===== src/rtl/mbps_pkg.sv =====
// Shared types and constants for the masked byte pattern scanner.
// No dependencies; every other file of the block imports this package.
`default_nettype none

package mbps_pkg;

    // Default sizes for the top-level parameters
    localparam int MAX_PATTERN_DEF = 64;
    localparam int OFFSET_BITS_DEF = 32;

    // Fixed field widths
    localparam int LEN_W   = 7;
    localparam int IDX_W   = 6;
    localparam int BYTE_W  = 8;
    localparam int START_W = 32;

    // Item mode codes
    localparam logic MODE_LOAD = 1'b0;
    localparam logic MODE_DATA = 1'b1;

    // Reset value of the pattern length register
    localparam logic [LEN_W-1:0] LEN_RESET = 7'd1;

    // Input item
    typedef struct packed {
        logic              mode;
        logic [IDX_W-1:0]  entry_index;
        logic [BYTE_W-1:0] pattern_byte;
        logic              is_wildcard;
        logic [BYTE_W-1:0] data_byte;
        logic              last_byte;
    } t_in_item;

    // Result item
    typedef struct packed {
        logic               match_found;
        logic [START_W-1:0] match_start;
        logic               search_done;
    } t_out_item;

    // One pattern position: wildcard mark and expected byte
    typedef struct packed {
        logic              wild;
        logic [BYTE_W-1:0] value;
    } t_pat_entry;

    // Per-cycle commands broadcast to every cell
    typedef struct packed {
        logic shift;   // a data byte is transferred: move the window one cell on
        logic rotate;  // move the pattern ring one cell on
        logic load;    // write one pattern entry into the selected cell
    } t_cell_ctl;

endpackage

`default_nettype wire


===== src/rtl/mbps_cell.sv =====
// One cell of the scanner row: a window byte, a pattern entry and its compare.
// Depends on mbps_pkg for the entry and command types.
`default_nettype none

module mbps_cell
    import mbps_pkg::*;
#(
    parameter int MAX_PATTERN = MAX_PATTERN_DEF,
    parameter int CELL_IDX    = 0,
    localparam int IW = (MAX_PATTERN > 1) ? $clog2(MAX_PATTERN) : 1,
    localparam int LW = $clog2(MAX_PATTERN + 1)
) (
    input  wire logic              i_clk,
    input  wire t_cell_ctl         i_ctl,
    input  wire logic [IW-1:0]     i_load_cell,
    input  wire t_pat_entry        i_load_entry,
    input  wire logic [LW-1:0]     i_len,
    input  wire logic [BYTE_W-1:0] i_win_in,
    input  wire t_pat_entry        i_pat_in,
    output logic [BYTE_W-1:0]      o_win,
    output t_pat_entry             o_pat,
    output logic                   o_hit
);

    logic [BYTE_W-1:0] r_win;
    t_pat_entry        r_pat;

    // Advance the window byte from the neighbor
    always_ff @(posedge i_clk) begin
        if (i_ctl.shift) begin
            r_win <= i_win_in;
        end
    end

    // Rotate the pattern ring, or take a load aimed at this cell
    always_ff @(posedge i_clk) begin
        if (i_ctl.rotate) begin
            r_pat <= i_pat_in;
        end else if (i_ctl.load && (i_load_cell == IW'(CELL_IDX))) begin
            r_pat <= i_load_entry;
        end
    end

    // Compare against the byte that lands here on this transfer; wildcards and cells past the length always hit
    assign o_hit = (i_len <= LW'(CELL_IDX)) | r_pat.wild | (r_pat.value == i_win_in);

    assign o_win = r_win;
    assign o_pat = r_pat;

endmodule

`default_nettype wire


===== src/rtl/masked_byte_pattern_scanner.sv =====
// Masked byte pattern scanner, top level. Uses mbps_pkg and mbps_cell.
// Throughput: one item per clock while o_in_stall is low; a result is registered and shows
// in the cycle after its byte's transfer. After a pattern_length write the input stalls while
// the ring rotates to the new effective length (zero reads as one, capped at MAX_PATTERN).
// Reset (synchronous, active low) clears the region state and sets pattern_length to 1;
// pattern entries are undefined until loaded.
`default_nettype none

module masked_byte_pattern_scanner
    import mbps_pkg::*;
#(
    parameter int MAX_PATTERN = MAX_PATTERN_DEF,
    parameter int OFFSET_BITS = OFFSET_BITS_DEF
) (
    input  wire logic             i_clk,
    input  wire logic             i_rst_n,
    // input channel
    input  wire logic             i_in_valid,
    input  wire t_in_item         i_in_item,
    output logic                  o_in_stall,
    // result channel
    output logic                  o_out_valid,
    output t_out_item             o_out_item,
    input  wire logic             i_out_stall,
    // pattern_length register write
    input  wire logic             i_cfg_valid,
    input  wire logic [LEN_W-1:0] i_cfg_data,
    output logic                  o_cfg_ready
);

    localparam int IW = (MAX_PATTERN > 1) ? $clog2(MAX_PATTERN) : 1;
    localparam int LW = $clog2(MAX_PATTERN + 1);
    localparam int XW = ((IW > IDX_W) ? IW : IDX_W) + 1;
    localparam int OB = OFFSET_BITS;

    logic [LEN_W-1:0]  r_len;
    logic [IW-1:0]     r_align, n_align;
    logic [OB-1:0]     r_seen, n_seen;
    logic              r_found, n_found;
    logic              r_out_valid, n_out_valid;
    t_out_item         r_out, n_out;

    logic [8:0]        len_wide;
    logic [LW-1:0]     eff_len;
    logic [IW-1:0]     target;
    logic              busy;
    logic              in_acc, data_acc, load_acc, idx_ok;
    logic [XW-1:0]     ext_align, ext_idx, diff;
    logic [IW-1:0]     load_cell;
    logic [OB-1:0]     n_cnt;
    logic [OB+START_W-1:0] start_wide;
    logic [START_W-1:0] start32;
    logic              match, has_result;
    t_cell_ctl         ctl;
    t_pat_entry        load_entry;

    logic [BYTE_W-1:0]      win [MAX_PATTERN];
    t_pat_entry             pat [MAX_PATTERN];
    logic [MAX_PATTERN-1:0] hit;

    // Effective length: zero reads as one, saturate at the row length
    always_comb begin
        len_wide = {2'b00, r_len};
        if (r_len == '0) begin
            len_wide = 9'd1;
        end else if (len_wide > 9'(MAX_PATTERN)) begin
            len_wide = 9'(MAX_PATTERN);
        end
    end
    assign eff_len = LW'(len_wide);
    assign target  = IW'(eff_len - LW'(1));
    assign busy    = (r_align != target);

    // Handshakes
    assign o_cfg_ready = 1'b1;
    assign o_in_stall  = busy | (r_out_valid & i_out_stall);
    assign in_acc      = i_in_valid & ~o_in_stall;
    assign idx_ok      = (9'(i_in_item.entry_index) < 9'(MAX_PATTERN));
    assign data_acc    = in_acc & (i_in_item.mode == MODE_DATA);
    assign load_acc    = in_acc & (i_in_item.mode == MODE_LOAD) & idx_ok;

    // Cell holding pattern entry idx: (align - idx) mod MAX_PATTERN
    assign ext_align = XW'(r_align);
    assign ext_idx   = XW'(i_in_item.entry_index);
    assign diff      = (ext_align >= ext_idx) ? (ext_align - ext_idx)
                                              : (ext_align + XW'(MAX_PATTERN) - ext_idx);
    assign load_cell = IW'(diff);

    assign load_entry.wild  = i_in_item.is_wildcard;
    assign load_entry.value = i_in_item.pattern_byte;

    assign ctl.shift  = data_acc;
    assign ctl.rotate = busy;
    assign ctl.load   = load_acc;

    // Row of cells: window moves up from cell 0, pattern ring moves up and wraps
    for (genvar j = 0; j < MAX_PATTERN; j++) begin : g_cell
        logic [BYTE_W-1:0] win_in;
        t_pat_entry        pat_in;
        if (j == 0) begin : g_head
            assign win_in = i_in_item.data_byte;
            assign pat_in = pat[MAX_PATTERN-1];
        end else begin : g_body
            assign win_in = win[j-1];
            assign pat_in = pat[j-1];
        end
        mbps_cell #(
            .MAX_PATTERN (MAX_PATTERN),
            .CELL_IDX    (j)
        ) u_cell (
            .i_clk        (i_clk),
            .i_ctl        (ctl),
            .i_load_cell  (load_cell),
            .i_load_entry (load_entry),
            .i_len        (eff_len),
            .i_win_in     (win_in),
            .i_pat_in     (pat_in),
            .o_win        (win[j]),
            .o_pat        (pat[j]),
            .o_hit        (hit[j])
        );
    end

    // Offset count with saturation, match test and start offset
    assign n_cnt      = (r_seen == '1) ? r_seen : (r_seen + OB'(1));
    assign start_wide = {{START_W{1'b0}}, n_cnt - OB'(eff_len)};
    assign start32    = start_wide[START_W-1:0];
    assign match      = ~r_found & (n_cnt >= OB'(eff_len)) & (&hit);
    assign has_result = match | (~r_found & i_in_item.last_byte);

    // Region state and ring alignment
    always_comb begin
        n_seen  = r_seen;
        n_found = r_found;
        n_align = r_align;
        if (busy) begin
            n_align = (r_align == IW'(MAX_PATTERN - 1)) ? '0 : (r_align + IW'(1));
        end
        if (data_acc) begin
            if (i_in_item.last_byte) begin
                n_seen  = '0;
                n_found = 1'b0;
            end else begin
                n_seen = n_cnt;
                if (match) begin
                    n_found = 1'b1;
                end
            end
        end
    end

    // Output register: load a result, drop it once transferred
    always_comb begin
        n_out_valid = r_out_valid & i_out_stall;
        n_out       = r_out;
        if (data_acc && has_result) begin
            n_out_valid       = 1'b1;
            n_out.match_found = match;
            n_out.match_start = match ? start32 : '0;
            n_out.search_done = 1'b1;
        end
    end

    always_ff @(posedge i_clk) begin
        if (!i_rst_n) begin
            r_len       <= LEN_RESET;
            r_align     <= '0;
            r_seen      <= '0;
            r_found     <= 1'b0;
            r_out_valid <= 1'b0;
        end else begin
            if (i_cfg_valid && o_cfg_ready) begin
                r_len <= i_cfg_data;
            end
            r_align     <= n_align;
            r_seen      <= n_seen;
            r_found     <= n_found;
            r_out_valid <= n_out_valid;
        end
    end

    // Hold result payload
    always_ff @(posedge i_clk) begin
        r_out <= n_out;
    end

    assign o_out_valid = r_out_valid;
    assign o_out_item  = r_out;

    // A new result never overwrites one still waiting downstream
    a_no_overwrite: assert property (@(posedge i_clk) disable iff (!i_rst_n)
        (data_acc && has_result) |-> (!r_out_valid || !i_out_stall))
        else $error("result loaded while output slot is blocked");

    // A not-found result carries a zero offset and ends the search
    a_notfound_zero: assert property (@(posedge i_clk) disable iff (!i_rst_n)
        (r_out_valid && !r_out.match_found) |-> (r_out.match_start == '0 && r_out.search_done))
        else $error("not-found result with nonzero offset or open search");

    // A match inside a region sets the found flag, which suppresses later results until the region ends
    a_found_sticky: assert property (@(posedge i_clk) disable iff (!i_rst_n)
        (data_acc && match && !i_in_item.last_byte) |=> r_found)
        else $error("match did not set the found flag");

    // While realigning, the ring advances every cycle
    a_ring_moves: assert property (@(posedge i_clk) disable iff (!i_rst_n)
        (busy && !(i_cfg_valid && o_cfg_ready)) |=> (r_align != $past(r_align)
            || MAX_PATTERN == 1))
        else $error("pattern ring stalled during realignment");

endmodule

`default_nettype wire


===== config.mk =====
export PLATFORM = sky130hd
export DESIGN_NAME = masked_byte_pattern_scanner
export DESIGN_NICKNAME = d
export VERILOG_FILES = /design/src/rtl/mbps_pkg.sv /design/src/rtl/mbps_cell.sv /design/src/rtl/masked_byte_pattern_scanner.sv
export SDC_FILE = /design/constraint.sdc
export NUM_CORES = 2
export LEC_CHECK = 0
export BUFFER_PORTS_ARGS = -buffer_cell sky130_fd_sc_hd__buf_2
export CORE_MARGIN = 2
export CORE_UTILIZATION = 60
export CTS_CLUSTER_SIZE = 28
export DETAILED_ROUTE_END_ITERATION = 7
export PLACE_DENSITY = 0.76
export SETUP_SLACK_MARGIN = 0.1
export SLEW_MARGIN = 10
export SYNTH_ARGS = -nofsm -noshare
export SYNTH_HDL_FRONTEND = slang
export SYNTH_SLANG_ARGS = --single-unit

===== constraint.sdc =====
create_clock -name i_clk -period 21.3 [get_ports i_clk]
set_clock_uncertainty 0.1 [all_clocks]
set_input_delay 1.065 -clock i_clk [delete_from_list [all_inputs] [get_ports i_clk]]
set_output_delay 1.065 -clock i_clk [all_outputs]
set_load 0.01 [all_outputs]

# After elaboration in Yosys (flattened, before gate mapping)
# Cells that the tools add are included.
[word_totals]
reg_bits = 1160
out_inout_bits = 37
romBits = 0
latchBits = 0
ram_bits = 0
mem_count = 0
[classes]
n_mux = 137
n_reduce_logical = 134
n_eq_ne = 130
add_sub_neg = 7
mul = 0
div_mod_pow = 0
n_bitwise = 140
shifts = 0
magnitude_cmp = 67
[ops]
columns = ["operator", "n"]
rows = [
  ["two-way mux 9 bit", 128],
  ["== test 8 bit", 64],
  ["<= comparator 7 x 6 -> 1 bit (second input constant)", 32],
  ["== test 6 bit (second input constant)", 33],
  ["OR 1 bit", 130],
  ["nonzero test 2 bit", 65],
  ["<= comparator 7 x 5 -> 1 bit (second input constant)", 16],
  ["== test 6 x 5 -> 1 bit (second input constant)", 16],
  ["logical AND 1 bit", 65],
  ["two-way mux 32 bit", 2],
  ["AND reduction 64 bit", 1],
  ["<= comparator 7 x 4 -> 1 bit (second input constant)", 8],
  ["== test 6 x 4 -> 1 bit (second input constant)", 8],
  ["adder 32 x 1 -> 32 bit (second input constant)", 1],
  ["== test 32 bit (second input constant)", 1],
  ["greater-or-equal comparator 32 x 7 -> 1 bit", 1],
  ["subtractor 32 x 7 -> 32 bit", 1],
  ["<= comparator 7 x 3 -> 1 bit (second input constant)", 4],
  ["== test 6 x 3 -> 1 bit (second input constant)", 4],
  ["<= comparator 7 x 1 -> 1 bit (second input constant)", 2],
  ["<= comparator 7 x 2 -> 1 bit (second input constant)", 2],
  ["two-way mux 7 bit", 2],
  ["adder 6 x 1 -> 6 bit (second input constant)", 2],
  ["== test 6 x 2 -> 1 bit (second input constant)", 2],
  ["13 further kinds", 25],
]

# Logic depth before layout (Yosys ltp)
[logic_depth]
depth_word = 12
mapped_depth = 18
depth_no_buf = 17

# Worst setup path after synthesis
# No wires, ideal clock.
[synth_timing]
path_type = "reg-to-reg"
startpoint = "reg r_len[6]"
endpoint = "reg g_cell[0].u_cell.r_win[0] (enable)"
synth_period_minus_slack_ps = 16102
required_time_ps = 17165
t_arrival_ps = 11966
path_stages_with_launch = 14
setup_slack_ps = 5198
setup_time_ps = 4035
path_buffers = 4
path_cell_list = "dfxtp_1 > clkbuf_1 > clkbuf_1 > clkbuf_1 > buf_1 > nor2_1 > inv_1 > ha_1 > nor4b_1 > a2bb2oi_1 > a21oi_1 > and4b_1 > nand4_1 > clkinv_1"
[synth_between]
elab_chain_cells = 9
[synth_rtl]
columns = ["element", "line", "rtl"]
rows = [
  ["start, declared", "masked_byte_pattern_scanner.sv:36", "logic [LEN_W-1:0] r_len;"],
  ["start signal, assigned", "masked_byte_pattern_scanner.sv:173", "r_len <= i_cfg_data;"],
  ["> comparator 7 bit", "masked_byte_pattern_scanner.sv:66", "end else if (len_wide > 9'(MAX_PATTERN)) begin"],
  ["two-way mux 7 bit", "masked_byte_pattern_scanner.sv:66", ""],
  ["two-way mux 7 bit (*)", "masked_byte_pattern_scanner.sv:64", "if (r_len == '0) begin"],
  ["subtractor 6 x 1 -> 6 bit (*)", "masked_byte_pattern_scanner.sv:71", "assign target = IW'(eff_len - LW'(1));"],
  ["inequality test 6 bit (*)", "masked_byte_pattern_scanner.sv:72", "assign busy = (r_align != target);"],
  ["OR 1 bit (*)", "masked_byte_pattern_scanner.sv:76", "assign o_in_stall = busy | (r_out_valid & i_out_stall);"],
  ["NOT 1 bit (*)", "masked_byte_pattern_scanner.sv:77", "assign in_acc = i_in_valid & ~o_in_stall;"],
  ["AND 1 bit (*)", "masked_byte_pattern_scanner.sv:77", ""],
  ["AND 1 bit (*)", "masked_byte_pattern_scanner.sv:79", "assign data_acc = in_acc & (i_in_item.mode == MODE_DATA);"],
  ["net data_acc", "masked_byte_pattern_scanner.sv:47", "logic in_acc, data_acc, load_acc, idx_ok;"],
  ["end signal, assigned", "mbps_cell.sv:31", "r_win <= i_win_in;"],
  ["end, declared", "mbps_cell.sv:25", "logic [BYTE_W-1:0] r_win;"],
]
# Mark *: on every way through the listed nets, which the timed path passes. The rest lies on a longest branch.
# A chain may end at the register's enable or synchronous reset.

# Worst setup path after layout
[layout_timing]
startpoint = "reg r_len[0]"
endpoint = "reg g_cell[28].u_cell.r_win[7] (enable)"
[layout_between]
elab_chain_cells = 9
[layout_rtl]
columns = ["element", "line"]
rows = [
  ["> comparator 7 bit", "masked_byte_pattern_scanner.sv:66"],
  ["two-way mux 7 bit", "masked_byte_pattern_scanner.sv:66"],
  ["two-way mux 7 bit (*)", "masked_byte_pattern_scanner.sv:64"],
  ["subtractor 6 x 1 -> 6 bit (*)", "masked_byte_pattern_scanner.sv:71"],
  ["inequality test 6 bit (*)", "masked_byte_pattern_scanner.sv:72"],
  ["OR 1 bit (*)", "masked_byte_pattern_scanner.sv:76"],
  ["NOT 1 bit (*)", "masked_byte_pattern_scanner.sv:77"],
  ["AND 1 bit (*)", "masked_byte_pattern_scanner.sv:77"],
  ["AND 1 bit (*)", "masked_byte_pattern_scanner.sv:79"],
  ["net data_acc", "masked_byte_pattern_scanner.sv:47"],
  ["end signal, assigned", "mbps_cell.sv:31"],
  ["end, declared", "mbps_cell.sv:25"],
]
# Marks and branches as above.

==> reports/metrics.cfg <==
[outcome]
status = finished clean

[route]
route.detailed.drc = 0
via_count = 29900
drtIter0Drc = 3658
ant_nets = 0
routed_via_density = 6.40
first_pass_iters = 6
routedWlPerCell_um = 26.0
drt_wl_total_um = 121000

[grt]
grt_pass1_wl_um = 185000
antenna_found_initial = 5
grt_max_degree = 248
grt.total_usage = 0.284
grt_pass1_vias = 30100
grt_overflow_total = 0

[setup_path]
arrival_ps = 7330
criticalPathCategory = reg2reg
cp-start-kind = flip-flop
crit_top_cell = buf_4
cp_slowest_stage_delay_ps = 890
path_cells = a21oi_1 -> nor2_1 -> inv_1 -> ha_1 -> nor4b_1 -> a2bb2oi_1 -> a21oi_1 -> and4b_1 -> nand4_1 -> buf_4 -> inv_8 -> buf_4 -> buf_4 -> buf_4
critPathCaptureType = flip-flop
worstPathRequired_ps = 21490
path_max_fanout = 142
crit_slowest_cell = buf_4

[pwr]
vdd_drop_max_mv = 0.0855
leakagePower_nw = 21.8
power_density_nw_per_um2 = 131

[cts]
htreeDepth = 3
cts_setup_buffers = 0
clkTransAtPathRegs_ps = 60
insertion_delay_ps = 680
cts_buffer_depth = 3
cts_resized = 0
cts_root_buf = clkbuf_16
cts_buffers = 112
cts.sinks = 1160
ctsHoldBuffers = 0
cts_tree = built

[die]
die_area_um2 = 85700
die_w_um = 293
num_rows = 105
core_um2 = 82200
io-pin-count = 74
die_height_um = 293
initial_core_util = 0.608

[final_layout]
drive_above_1_share = 0.0975
regArea_um2 = 34400
finalNetCount = 3564
synthToLayoutAreaGrowth_pct = 10.3
diodes = 0
multi_input_area_um2 = 14800
fillers = 5550
layout.cells.non_filler = 4671

[timing]
fmax_ghz = 0.140
rsz0062_at_grt = no
hold_violations = 0
slew_violations = 0
setup_ws_ps = 14150
fin_tns_setup_ps = 0
finalSetupViolCount = 0
fin_crit_ps = 7150
slew_headroom = 0.119
worstMarginPinSlew_ps = 1320
post-route-period-util = 0.335

[place]
hpwlAfterDp_um = 79600
dp.cells = 4462
dp_worst_setup_slack_ps = 14270
io_buffers = 71
routabilityCongestion = 0.953

[yosys]
synth_edf_count = 1113
synthCells = 3437
syn_area_um2 = 50000
synth_flop_cell = edfxtp_1
synth.distinct_cells = 79
synth-seq-area-share = 0.687
ys_ff_latch = 1160
synth.avg_cell_area_um2 = 14.6
async_flop_share = 0
yosys_warnings = 0

[job]
max_cap_viol_count = 0

[worst_hold_path]
min_path_type = reg2reg

## cells in the mapped netlist, types with 7 or more instances
cell type / count / area share
a21o_1: 585 / 0.088
buf_1: 48 / 0.0036
a211oi_1: 19 / 0.0029
nor3_1: 33 / 0.0033
nand2_1: 75 / 0.0056
ha_1: 18 / 0.0045
or3_1: 22 / 0.0028
nand2b_1: 8 / 0.0010
edfxtp_1: 1113 / 0.67
and3_1: 21 / 0.0026
nand3_1: 33 / 0.0033
buf_2: 9 / 0.00090
a221oi_1: 7 / 0.0012
o22ai_1: 7 / 0.00088
inv_1: 23 / 0.0017
nor4_1: 78 / 0.0098
nor2_1: 119 / 0.0089
nand4_1: 92 / 0.012
clkbuf_1: 138 / 0.010
xnor2_1: 314 / 0.055
a31oi_1: 11 / 0.0014
and2_1: 13 / 0.0016
dfxtp_1: 47 / 0.019
o21ai_0: 109 / 0.011
xor2_1: 278 / 0.049
a21oi_1: 67 / 0.0067
nor2b_1: 23 / 0.0029
mux2i_1: 15 / 0.0030
## worst max-delay path, delay by kind of cell (launching register included)
kind	cells	cell delay [ps]
AO/OA/AOI/OAI	3	500
adder cells (fa/ha/maj)	1	280
buffers and inverters	6	3500
flip-flops	1	780
AND/OR/NAND/NOR	4	1310
## kinds of logic (layout without fill, tap and decap cells)
| kind of cell | after synthesis | after routing | synth area share |
|---|---|---|---|
| muxes | 16 | 16 | 0.00323 |
| AOI/OAI and AO/OA | 873 | 873 | 0.124 |
| DFF | 1160 | 1160 | 0.687 |
| buffers and inverters | 225 | 388 | 0.0175 |
| and+or+nand+nor | 550 | 550 | 0.0593 |
| other | 1 | 2 | 0.0000750 |
| xor gates and xnor gates | 592 | 592 | 0.104 |
| adders and majority gates | 20 | 20 | 0.00530 |
## report_power, final
group | switching (W) | internal, W
logic | 0.000743 | 0.000736
registers | 0.000467 | 0.00334
clock network | 0.000840 | 0.00108
total | 0.00205 | 0.00516
## worst paths after layout
check | start | to | slack, ps | cells past startpoint
worst max register to register | r_len[0]$_SDFFE_PN1P_ | g_cell[28].u_cell.o_win[7]$_DFFE_PP_ | 14150 | 14
worst min-delay path | g_cell[37].u_cell.o_win[4]$_DFFE_PP_ | g_cell[38].u_cell.o_win[4]$_DFFE_PP_ | 360 | 0
worst max-delay path | r_len[0]$_SDFFE_PN1P_ | g_cell[28].u_cell.o_win[7]$_DFFE_PP_ | 14150 | 14
worst min register to register | g_cell[37].u_cell.o_win[4]$_DFFE_PP_ | g_cell[38].u_cell.o_win[4]$_DFFE_PP_ | 360 | 0
## sequential cells by signal, indices dropped and copies added, names as in the netlist
name                 flops
o_out_item              33
o_out_valid              1
r_found                  1
g_cell.u_cell.o_pat    576
r_seen                  32
r_align                  6
g_cell.u_cell.o_win    504
r_len                    7
## placed cells by master, fill, tap and decap left out, types with 7 or more instances in the layout
master      synthesis  final
buf_4               5     82
edfxtp_1         1113   1113
clkinv_1            1     21
a21oi_1            67     66
o21ai_0           109     95
a31oi_1            11     11
ha_1               18     18
nand2b_1            8      8
clkbuf_1          138     24
and3_1             21     12
o21ai_1             1     14
clkbuf_16           0    115
nand2_1            75     74
a211oi_1           19     19
and2_1             13     12
mux2i_1            15     15
xor2_1            278    278
clkinv_2            0     24
a21o_1            585    585
nand3_1            33     33
o22ai_1             7      7
a221oi_1            7      7
xnor2_1           314    314
nor2b_1            23     23
clkinvlp_4          0      8
nor3_1             33     33
and3_2              0      9
nand4_1            92     92
or3_1              22     22
nor2_1            119    119
inv_1              23     23
nor4_1             78     78
dfxtp_1            47     47
buf_2               9     71
## area by class of cell
cell class,count,area share
Tap cell,1070,0.0243
Clock inverter,63,0.00860
Timing Repair Buffer,155,0.0183
Inverter,25,0.00184
Sequential cell,1160,0.623
Clock buffer,145,0.0553
Multi-Input combinational cell,2053,0.269
## routing by layer
metal / share of wire / GRT usage / vias up
met1: 0.42 / 0.406 / 15100
li1: - / - / 13100
met5: 0 / 0 / -
met2: 0.47 / 0.455 / 1493
met4: 0.026 / 0.0794 / 0
met3: 0.085 / 0.0505 / 236
## through the flow
stage / util / total power, W / instance area (um2) / hold slack, ps
2_1_floorplan: - / 0.00477 / 50000 / 347
3_3_place_gp: 0.628 / 0.00522 / 51600 / 349
3_5_place_dp: 0.628 / 0.00528 / 51600 / 354
4_1_cts: 0.670 / 0.00722 / 55100 / 358
5_1_grt: 0.671 / 0.00750 / 55100 / 372
6_report: 0.671 / 0.00721 / 55100 / 361
Note: power is estimated with default switching activity, not from simulation.
